### src/kmc_queue.sv
module kmc_queue #(
  parameter int WIDTH = 17,
  parameter int DEPTH = 4
) (
  input  logic             clk,
  input  logic             rst,
  input  logic             push,
  input  logic [WIDTH-1:0] push_data,
  input  logic             pop,
  output logic [WIDTH-1:0] head,
  output logic             empty,
  output logic             full
);

  localparam int PTR_W = (DEPTH > 1) ? $clog2(DEPTH) : 1;
  localparam int CNT_W = $clog2(DEPTH + 1);

  logic [WIDTH-1:0] slots [DEPTH];
  logic [PTR_W-1:0] wr_ptr;
  logic [PTR_W-1:0] rd_ptr;
  logic [CNT_W-1:0] fill;

  logic do_push;
  logic do_pop;

  assign empty   = (fill == '0);
  assign full    = (fill == CNT_W'(DEPTH));
  assign do_push = push && !full;
  assign do_pop  = pop && !empty;
  assign head    = slots[rd_ptr];

  always_ff @(posedge clk) begin
    if (do_push) begin
      slots[wr_ptr] <= push_data;
    end
  end

  always_ff @(posedge clk) begin
    if (rst) begin
      wr_ptr <= '0;
      rd_ptr <= '0;
      fill   <= '0;
    end else begin
      if (do_push) begin
        wr_ptr <= (wr_ptr == PTR_W'(DEPTH - 1)) ? '0 : wr_ptr + 1'b1;
      end
      if (do_pop) begin
        rd_ptr <= (rd_ptr == PTR_W'(DEPTH - 1)) ? '0 : rd_ptr + 1'b1;
      end
      case ({do_push, do_pop})
        2'b10:   fill <= fill + 1'b1;
        2'b01:   fill <= fill - 1'b1;
        default: fill <= fill;
      endcase
    end
  end

endmodule

### config.mk
export PLATFORM = sky130hd
export DESIGN_NAME = kmc_queue
export DESIGN_NICKNAME = d
export VERILOG_FILES = /design/src/kmc_queue.sv
export SDC_FILE = /design/constraint.sdc
export NUM_CORES = 1
export LEC_CHECK = 0
export ABC_AREA = 1
export ABC_CLOCK_PERIOD_IN_PS = 1900
export BUFFER_PORTS_ARGS = -buffer_cell sky130_fd_sc_hd__buf_4
export CORE_AREA = 2 2 86 88
export DETAILED_ROUTE_END_ITERATION = 6
export DIE_AREA = 0 0 88 90
export MAX_ROUTING_LAYER = met4
export PLACE_DENSITY = 0.67
export SLEW_MARGIN = 20
export SYNTH_ARGS = -nofsm -noshare
export SYNTH_HDL_FRONTEND = slang
export SYNTH_SLANG_ARGS = --single-unit
### constraint.sdc
create_clock -name clk -period 1.9 [get_ports clk]
set_input_delay 0.38 -clock clk [delete_from_list [all_inputs] [get_ports clk]]
set_output_delay 0.38 -clock clk [all_outputs]
set_load 0.02 [all_outputs]
==> summary.txt <==
Die
  • Core ar.: 0.00702 mm²
  • DIE WIDTH: 88 µm
  • Row cnt: 31
  • Die area: 0.00792 mm²
  • Initial core utilization: 44.0%
  • Die H: 90 µm
  • IO Pins: 40

Synth
  • Most common cell in the netlist: edfxtp_1
  • Async SR Flop Fraction: 0%
  • Cells after Synth: 236
  • Register area share after synthesis: 72.0%
  • Distinct cells, synth: 22
  • #FFs+latches synth: 77
  • Commonest cells in the netlist: edfxtp_1 (68), nor2_1 (47), inv_1 (18), o21ai_0 (18), o22ai_1 (17)
  • EDFF count, synth: 68
  • Top cells by area, synth: edfxtp_1 (66%), dfxtp_1 (5.8%), nor2_1 (5.7%)
  • Synth Flop Type: edfxtp_1
  • Mean Syn Cell Area: 13.1 µm²
  • Synthesized area: 0.00309 mm²
  • Synth warn: 0
  • Yosys top cell area share: 66.1%
  • Largest area contributor in the netlist: edfxtp_1
  • Synthesized net count: 264

Detailed routing
  • DR DRC count: 0
  • Antenna Nets Post-Route: 0
  • Post-Route WL: 5710 µm
  • DR WL/cell: 14.5 µm
  • Routed via count: 1930
  • Post-DR vias/cell: 4.89
  • DRT iter0 DRCs: 162
  • Total iterations of the first detailed-routing run: 4

Setup path
  • Worst reg-to-reg path cell count: 11
  • Critical path class: reg -> out
  • R2R setup slack: 0.17 ns
  • CP Data Arrival Time: 1.41 ns
  • Max FO, Critical Path: 34
  • Critical R2R Launch: fill[1]$_SDFFE_PP0P_
  • CP max stage delay: 0.40 ns
  • Critical-path cell list: inv_8, nor2_1, o22ai_1, buf_4
  • Worst Setup End Kind: output port
  • Critical-path top delay cell: dfxtp_4
  • Worst Setup Start Kind: flop
  • R2r endpoint: fill[2]$_SDFFE_PP0P_
  • Worst Path Required: 1.52 ns

Pwr
  • Pwr dens: 1410 mW/mm²
  • Psw: 0.00181 W
  • Internal: 0.00352 W
  • Clk pwr share: 24.7%
  • Sw Ratio: 33.9%
  • Peak supply drop: 0.732 mV
  • Sequential power share: 40.6%
  • Pleak: 1.45 nW
  • Pwr Total: 0.00533 W
  • Logic gate share of total power: 34.6%

STA
  • Crit path time final: 1.79 ns
  • Final Max Slew Viols: 0
  • Worst-margin pin slew: 0.376 ns
  • # setup viols final: 0
  • RSZ-0062 raised after global routing: yes
  • Endpoints failing hold: 0
  • Crit share post-route: 94.4%
  • Setup tns final: 0 ns
  • Slew headroom: 74.9%
  • Max Clock Freq: 557 MHz
  • Worst Skew: 0.00720 ns

Min path
  • Hold Path Class: in -> reg
  • Hold Crit Endpoint: slots[0][2]$_DFFE_PP_
  • Hold_sp: push_data[2]
  • Hold depth: 1

Place
  • Port bufs: 39
  • Detailed placement HPWL: 3700 µm
  • Placed insts: 379
  • Final RePlAce weighted congestion: 0.682

GRT
  • First-pass GRT wire length: 9160 µm
  • Largest net degree at the start of global routing: 35
  • Total global routing overflow: 0
  • Vias in the first global route: 1835
  • Total Routing Usage GR: 16.1%
  • Initial antenna violation count: 0

Clocking
  • Clock Sinks: 77
  • Root buffer cell: clkbuf_8
  • CTS clock-pin slew for the worst setup and hold paths: 0.08 ns
  • Clk_lat worst skew: 0.34 ns
  • TritonCTS clock tree: yes
  • Number of H-tree levels: 3
  • Num CTS Buffers: 9
  • Clock Path Buffers: 2
  • Post-CTS Hold Buffers: 0

Cells and area
  • Nets@finish: 319
  • Synth-to-Final Area Change: 22.8%
  • Post-Layout Cell Count: 395
  • Inserted Diodes: 0
  • Share of cells above drive strength 1: 30.7%
  • Number of fill cells: 609

Run status
  • Status: finished clean

Flow run
  • Max-cap violation count: 0
power groups by stage:
stage	sequential, W	combinational (W)	clock [W]
2_1_floorplan	0.00216	0.00119	0
3_3_place_gp	0.00218	0.00181	0
3_5_place_dp	0.00218	0.00184	0
4_1_cts	0.00215	0.00185	0.00133
5_1_grt	0.00219	0.00205	0.00141
6_report	0.00216	0.00185	0.00132
what timing repair did:
action | CTS | global route
resized for setup | 2 | 9
pin swaps | 0 | 1
buffers inserted | 0 | 0
endpoints found under the hold margin | 0 | 0
gates cloned | 0 | 0
setup endpoints to repair | 16 | 15
how the worst max path moves through the flow:
stage	endpoint	slack [ns]	cells after the start
detailed placement	fill[2]$_SDFFE_PP0P_	0.18	13
global placement	fill[2]$_SDFFE_PP0P_	0.25	13
global route	fill[2]$_SDFFE_PP0P_	-0.02	12
floorplan	slots[2][0]$_DFFE_PP_	0.18	4
finish	head[0]	0.11	4
CTS	head[11]	0.02	5
registers in the layout (all words and copies together) (netlist names), named ones only:
register  flops
slots        68
fill          3
wr_ptr        2
rd_ptr        2
logic make-up after synthesis:
| family | synth area share [%] |
|---|---|
| flops | 72.0 |
| simple gates | 8.63 |
| compound gates | 11.1 |
| buf+inv | 5.19 |
| fa+ha+maj | 3.08 |
layer usage:
layer	routed length, µm	global-route usage [%]	part of all wire [%]
met1	2500	21.1	44
met2	2910	24.2	51
met3	245	3.86	4.3
met4	57	6.54	1.0
met5	0	-	0
cells in the final DEF (no fill, tap or decap), drive strengths merged:
master  netlist  final
edfxtp       68     68
buf           9     53
nor2         48     48
o21ai        36     36
inv          20     20
o22ai        17     17
nand2        14     14
clkbuf        0      9
dfxtp         9      9
ha            6      6
clkinv        0      5
a21oi         4      4
nand3b        2      2
bufinv        0      2
nand3         1      1
nand4         1      1
fa            1      1
worst max-delay path: cells and delay by family, from the launching register on:
kind / cells / cell delay (ns)
DFF: 1 / 0.40
buffers and inverters: 2 / 0.39
AOI/OAI and AO/OA: 1 / 0.22
and+or+nand+nor: 1 / 0.07
area by class of cell:
| type | instances | area (µm²) | share of cell area (%) |
|---|---|---|---|
| clock inverter | 7 | 90.1 | 2.38 |
| inverter | 20 | 85.1 | 2.24 |
| timing repair buffer | 53 | 422 | 11.1 |
| tap | 99 | 124 | 3.27 |
| multi-input combinational | 130 | 718 | 18.9 |
| sequential | 77 | 2230 | 58.8 |
| clock buffer | 9 | 124 | 3.27 |
stage by stage:
stage                     util, %  setup WS [ns]  cell area, µm²  hold slack, ns
after floorplan                 -          0.184            3090           0.479
after global placement       50.6          0.246            3550           0.532
after detailed placement     50.6          0.178            3550           0.523
after CTS                    53.7         0.0202            3770           0.220
after global routing         54.0        -0.0178            3790           0.211
final                        54.0          0.106            3790           0.230
(Power assumes the default switching activity.)
