$ cat config.mk
export PLATFORM = sky130hd
export DESIGN_NAME = kmc_front
export DESIGN_NICKNAME = d
export VERILOG_FILES = /design/src/kmc_pkg.sv /design/src/kmc_front.sv
export SDC_FILE = /design/constraint.sdc
export NUM_CORES = 1
export LEC_CHECK = 0
export BUFFER_PORTS_ARGS = -buffer_cell sky130_fd_sc_hd__buf_4
export CAP_MARGIN = 20
export CORE_ASPECT_RATIO = 1.2
export CORE_MARGIN = 1
export CORE_UTILIZATION = 46
export CTS_CLUSTER_SIZE = 25
export DETAILED_ROUTE_END_ITERATION = 7
export PLACE_DENSITY = 0.77
export SETUP_SLACK_MARGIN = 0.02
export SLEW_MARGIN = 20
export SYNTH_ARGS = -nofsm -noshare
export SYNTH_HDL_FRONTEND = slang
export SYNTH_SLANG_ARGS = --single-unit
$ cat constraint.sdc
create_clock -name clk -period 1.58 [get_ports clk]
set_input_delay 0.079 -clock clk [delete_from_list [all_inputs] [get_ports clk]]
set_output_delay 0.079 -clock clk [all_outputs]
set_load 0.1 [all_outputs]
$ cat src/kmc_pkg.sv
package kmc_pkg;

  localparam int MAX_K_DEF       = 8;
  localparam int COUNT_WIDTH_DEF = 32;
  localparam int QUEUE_DEPTH     = 4;

  localparam int KLEN_W     = 4;
  localparam int CMD_W      = 2;
  localparam int CHAR_W     = 8;
  localparam int READ_IDX_W = 15;
  localparam int OUT_W      = 32;

  localparam logic [KLEN_W-1:0] KLEN_RESET = 4'd4;
  localparam logic [KLEN_W-1:0] KLEN_MIN   = 4'd2;

  localparam logic [CMD_W-1:0] CMD_BASE = 2'd0;
  localparam logic [CMD_W-1:0] CMD_EOS  = 2'd1;
  localparam logic [CMD_W-1:0] CMD_READ = 2'd2;

  localparam logic [CHAR_W-1:0] CHR_A_UP = 8'h41;
  localparam logic [CHAR_W-1:0] CHR_A_LO = 8'h61;
  localparam logic [CHAR_W-1:0] CHR_G_UP = 8'h47;
  localparam logic [CHAR_W-1:0] CHR_G_LO = 8'h67;
  localparam logic [CHAR_W-1:0] CHR_C_UP = 8'h43;
  localparam logic [CHAR_W-1:0] CHR_C_LO = 8'h63;
  localparam logic [CHAR_W-1:0] CHR_T_UP = 8'h54;
  localparam logic [CHAR_W-1:0] CHR_T_LO = 8'h74;

  localparam logic [1:0] DIG_A = 2'd0;
  localparam logic [1:0] DIG_G = 2'd1;
  localparam logic [1:0] DIG_C = 2'd2;
  localparam logic [1:0] DIG_T = 2'd3;

  typedef struct packed {
    logic       valid;
    logic [1:0] digit;
  } digit_t;

  // Queue entry control: an update of one entry, or a read-and-clear.
  typedef struct packed {
    logic is_read;
    logic clear_total;
  } op_ctl_t;

  localparam int OP_CTL_W = $bits(op_ctl_t);

  function automatic digit_t base_digit(input logic [CHAR_W-1:0] c);
    digit_t d;
    d.valid = 1'b1;
    d.digit = DIG_A;
    unique case (c) inside
      CHR_A_UP, CHR_A_LO: d.digit = DIG_A;
      CHR_G_UP, CHR_G_LO: d.digit = DIG_G;
      CHR_C_UP, CHR_C_LO: d.digit = DIG_C;
      CHR_T_UP, CHR_T_LO: d.digit = DIG_T;
      default:            d.valid = 1'b0;
    endcase
    return d;
  endfunction

endpackage

$ cat src/kmc_front.sv
module kmc_front #(
  parameter int MAX_K = kmc_pkg::MAX_K_DEF
) (
  input  logic                            clk,
  input  logic                            rst,
  input  logic                            cfg_valid,
  input  logic [kmc_pkg::KLEN_W-1:0]      cfg_data,
  input  logic                            in_valid,
  output logic                            in_ready,
  input  logic [kmc_pkg::CMD_W-1:0]       cmd,
  input  logic [kmc_pkg::CHAR_W-1:0]      base_char,
  input  logic [kmc_pkg::READ_IDX_W-1:0]  read_index,
  input  logic                            clear_total,
  input  logic                            enable,
  input  logic                            q_full,
  output logic                            push,
  output kmc_pkg::op_ctl_t                push_ctl,
  output logic [2*MAX_K-2:0]              push_idx
);

  localparam int WIN_W  = 2 * MAX_K;
  localparam int ADDR_W = 2 * MAX_K - 1;
  localparam int RUN_W  = $clog2(MAX_K + 1);

  logic [kmc_pkg::KLEN_W-1:0] kmer_length;
  logic [WIN_W-1:0]           window;
  logic [WIN_W-1:0]           window_next;
  logic [RUN_W-1:0]           run;
  logic [RUN_W-1:0]           run_next;

  logic                       accept;
  kmc_pkg::digit_t            dg;
  logic [kmc_pkg::KLEN_W-1:0] k_eff;
  logic [WIN_W-1:0]           win_shift;
  logic [RUN_W-1:0]           run_inc;
  logic [WIN_W-1:0]           kmask;
  logic                       lead_hi;
  logic [WIN_W-1:0]           kmer;
  logic                       full_run;

  assign in_ready = enable && !q_full;
  assign accept   = in_valid && in_ready;
  assign dg       = kmc_pkg::base_digit(base_char);

  always_comb begin
    if (kmer_length < kmc_pkg::KLEN_MIN) begin
      k_eff = kmc_pkg::KLEN_MIN;
    end else if (kmer_length > kmc_pkg::KLEN_W'(MAX_K)) begin
      k_eff = kmc_pkg::KLEN_W'(MAX_K);
    end else begin
      k_eff = kmer_length;
    end
  end

  assign win_shift = {window[WIN_W-3:0], dg.digit};
  assign run_inc   = (run < RUN_W'(MAX_K)) ? run + 1'b1 : run;
  assign full_run  = (kmc_pkg::KLEN_W'(run_inc) >= k_eff);

  // Mask of the 2k low bits, and the high bit of the oldest digit in the k-mer.
  always_comb begin
    kmask   = '0;
    lead_hi = 1'b0;
    for (int i = 0; i < WIN_W; i++) begin
      kmask[i] = (5'(i) < {1'b0, k_eff}  + {1'b0, k_eff});
    end
    for (int j = 0; j < MAX_K; j++) begin
      if (kmc_pkg::KLEN_W'(j) == k_eff - 1'b1) begin
        lead_hi = win_shift[2*j+1];
      end
    end
  end

  // Leading C or T: complement every digit so the index drops below 2^(2k-1).
  assign kmer = lead_hi ? ((win_shift & kmask) ^ kmask) : (win_shift & kmask);

  always_comb begin
    window_next          = window;
    run_next             = run;
    push                 = 1'b0;
    push_ctl.is_read     = 1'b0;
    push_ctl.clear_total = 1'b0;
    push_idx             = kmer[ADDR_W-1:0];
    if (accept) begin
      unique case (cmd)
        kmc_pkg::CMD_BASE: begin
          if (dg.valid) begin
            window_next = win_shift;
            run_next    = run_inc;
            push        = full_run;
          end else begin
            window_next = '0;
            run_next    = '0;
          end
        end
        kmc_pkg::CMD_EOS: begin
          window_next = '0;
          run_next    = '0;
        end
        kmc_pkg::CMD_READ: begin
          push                 = 1'b1;
          push_ctl.is_read     = 1'b1;
          push_ctl.clear_total = clear_total;
          push_idx             = ADDR_W'(read_index);
        end
        default: begin
          push = 1'b0;
        end
      endcase
    end
  end

  always_ff @(posedge clk) begin
    if (rst) begin
      kmer_length <= kmc_pkg::KLEN_RESET;
      window      <= '0;
      run         <= '0;
    end else begin
      if (cfg_valid) begin
        kmer_length <= cfg_data;
      end
      window <= window_next;
      run    <= run_next;
    end
  end

endmodule

==> results.yml <==
pwr:
  power.share.sequential_pct: 31.5
  power.clock.fraction_pct: 29.6
  switching_share_pct: 34.77
  intPower_mw: 1.189
  leakage_nw: 1.377
  switching_power_mw: 0.6336
  power.density_nw_per_um2: 580.4
  power_mw: 1.822
  p_comb_share_pct: 38.9
  max-vdd-ir-drop_uv: 627.3
routing:
  firstDrtPassIters: 8
  first_iter_violations: 347
  vias: 2414
  ant_nets: 0
  vias_per_cell: 6.800
  wl_um: 8435
  drc: 10
  drt-wirelength-per-cell_um: 23.76
timing:
  fmax_mhz: 407.8
  slew_headroom_pct: 56.00
  finClkSkew_ns: 0.001813
  tightest_slew_ns: 0.6530
  grt_setup_unrepaired: "true"
  finalHoldViolations: 0
  finalWorstSetupSlack_ns: -0.8724
  setup_viol: 15
  period_share_pct: 155.2
  period_needed_ns: 2.452
  timing.hold.ws_ns: 0.04603
  maxSlewViolCount: 0
critical_path:
  arrival_ns: 2.37
  cp_slowest_cell: "o21ai_0"
  worst_path_most_repeated_cell: "buf_4"
  cp.buffers_inverters: 3
  r2r_cells: 6
  timing.rr.start: "run[3]"
  rr_endpoint: "run[2]"
  worstPathCellList: "buf_4 -> o21ai_0 -> a21oi_1 -> buf_4 -> a32oi_1 -> nand3_4 -> buf_12"
  path_class: "reg2out"
  worstPathRequired_ns: 1.50
  rrSetupSlack_ns: 0.27
  critPathMaxFanout: 8
  crit_family: "compound AO/OA/AOI/OAI gates"
  startpoint_type: "flop"
  cp-end-kind: "output port"
  critPathMaxStageDelay_ns: 0.52
flow_run:
  drv_cap: 0
clocking:
  cts_buffers: 3
  insertion_delay_ns: 0.27
  htreeDepth: 1
  cts.path.max_buffers: 2
  clkTransAtPathRegs_ns: 0.08
  clock-sinks: 22
  hold_buffers: 0
  clockRootBuffer: "clkbuf_8"
  cts_tree: "done"
placed_design:
  place_ws_ns: -0.4420
  dpl.cell_count: 342
  place.gp.congestion: 0.8568
  numPortBuffers: 53
  post-dp-hpwl_um: 3836
synthesis:
  synth_seq_cells: 22
  ys.flop_type: "dfxtp_1"
  synth_top_area_cell: "dfxtp_1"
  synth-seq-area-share_pct: 26.53
  netlist_instances: 222
  yosysWarnings: 0
  yosysUniqueCellTypes: 47
  avgSynthCellArea_sq_um: 7.479
  postSynth.asyncResetShare_pct: 0
  synth_top_area_share_pct: 26.53
  syn_nets: 263
  synth_edf_count: 0
  synth_area_sq_um: 1660
  ys_top_cells_by_area: "dfxtp_1 27%, nand3_1 8.1%, nor2_1 7.9%"
cells_and_area:
  fill_cells: 119
  final_core_util_pct: 92.45
  drive_above_1_share_pct: 52.83
  final_cells: 355
  final_common_cell: "buf_4"
  regArea_sq_um: 452.9
  nets: 360
  multi_input_area_sq_um: 1545
  area_growth_pct: 89.07
  layout_common_cells: "89 x buf_4, 35 x nor2_1, 16 x dfxtp_1, 15 x nand3_4, 15 x buf_12"
  n_antenna_cell: 0
worst_hold_path:
  min_from: "cfg_data[0]"
  hp-class: "in2reg"
  hold_end: "kmer_length[0]"
  holdPathStages: 3
floorplanning:
  die_w_um: 56.85
  die_height_um: 67.82
  io_pins: 55
  row_count: 23
  design.core.area_sq_um: 3396
  die_area_sq_um: 3855
  start_util_pct: 48.89
global_routing:
  grt_use_total_pct: 36.31
  grt_pass1_vias: 2265
  grt_pass1_wl_um: 10810
  overflow: 0
  antenna_found_initial: 0
  grt_max_degree: 22
status:
  violations: "DRC, setup timing"
  status: "finished, violations left"
metrics by stage:
step,TNS [ns],cell area [sq um]
after floorplan,-4.204,1953
after global placement,-5.250,2638
after detailed placement,-5.717,2638
after CTS,-7.211,3083
after global routing,-9.750,3139
final,-8.909,3139
metal layers:
layer	vias up	share of wire (%)	track usage, %
li1	1019	-	-
met1	1138	35	39.03
met2	190	49	70.54
met3	67	8.4	3.970
met4	0	6.9	18.90
met5	-	0	0
tightest hold or removal path, stage by stage:
cell	delay (ns)
buf_4	0.08
mux2i_1	0.06
nor2_1	0.07
what timing repair did:
item | CTS | global route
gates resized for setup | 78 | 8
endpoints found under the hold margin | 0 | 0
cloned | 1 | 0
pin swaps | 15 | 15
setup buffers | 6 | 3
setup endpoints to repair | 16 | 16
Yosys cell counts (5+ instances only):
| cell type | count |
|---|---|
| a31oi_1 | 5 |
| a32oi_1 | 8 |
| dfxtp_1 | 22 |
| mux2i_1 | 6 |
| a22oi_1 | 14 |
| buf_2 | 5 |
| nor2_1 | 35 |
| ha_1 | 5 |
| nor2b_1 | 5 |
| clkbuf_1 | 8 |
| nand2_1 | 14 |
| a21oi_1 | 7 |
| o21ai_0 | 11 |
| nand3_1 | 27 |
how the worst max path moves through the flow:
| stage | start | end | slack, ns | cells past startpoint |
|---|---|---|---|---|
| 2_1_floorplan | kmer_length[1] | push_idx[13] | -0.61 | 6 |
| 3_3_place_gp | kmer_length[1] | push_idx[12] | -0.42 | 6 |
| 3_5_place_dp | kmer_length[1] | push_idx[12] | -0.44 | 6 |
| 4_1_cts | run[1] | push | -0.57 | 8 |
| 5_1_grt | kmer_length[1] | push_idx[8] | -0.88 | 7 |
| 6_report | kmer_length[1] | push_idx[8] | -0.87 | 7 |
cells by family (layout without fill, tap and decap cells):
kind of cell	count (synthesis)	count (layout)	share of synthesized area [%]
xor gates and xnor gates	3	3	1.583
DFF	22	22	26.53
AOI/OAI and AO/OA	58	59	25.02
adders and majority gates	5	5	3.768
muxes	7	7	4.295
and+or+nand+nor	107	107	33.01
buffers and inverters	20	115	5.802
power groups by stage:
stage / clock, mW / combinational (mW) / sequential, mW
detailed placement: 0 / 0.541 / 0.586
finish: 0.539 / 0.709 / 0.574
CTS: 0.530 / 0.648 / 0.571
global route: 0.558 / 0.731 / 0.575
global placement: 0 / 0.533 / 0.586
floorplan: 0 / 0.365 / 0.575
flip-flops by register name, summed over array words and instances, names as in the netlist:
register     flops
run              4
kmer_length      4
window          14
cell type report:
cell class	count	area share (%)
timing repair buffer	107	31.93
sequential	22	14.43
multi-input combinational	181	49.22
inverter	4	0.6776
tap	37	1.475
clock buffer	3	1.315
clock inverter	1	0.9566
Power figures use the tool's default switching activity.
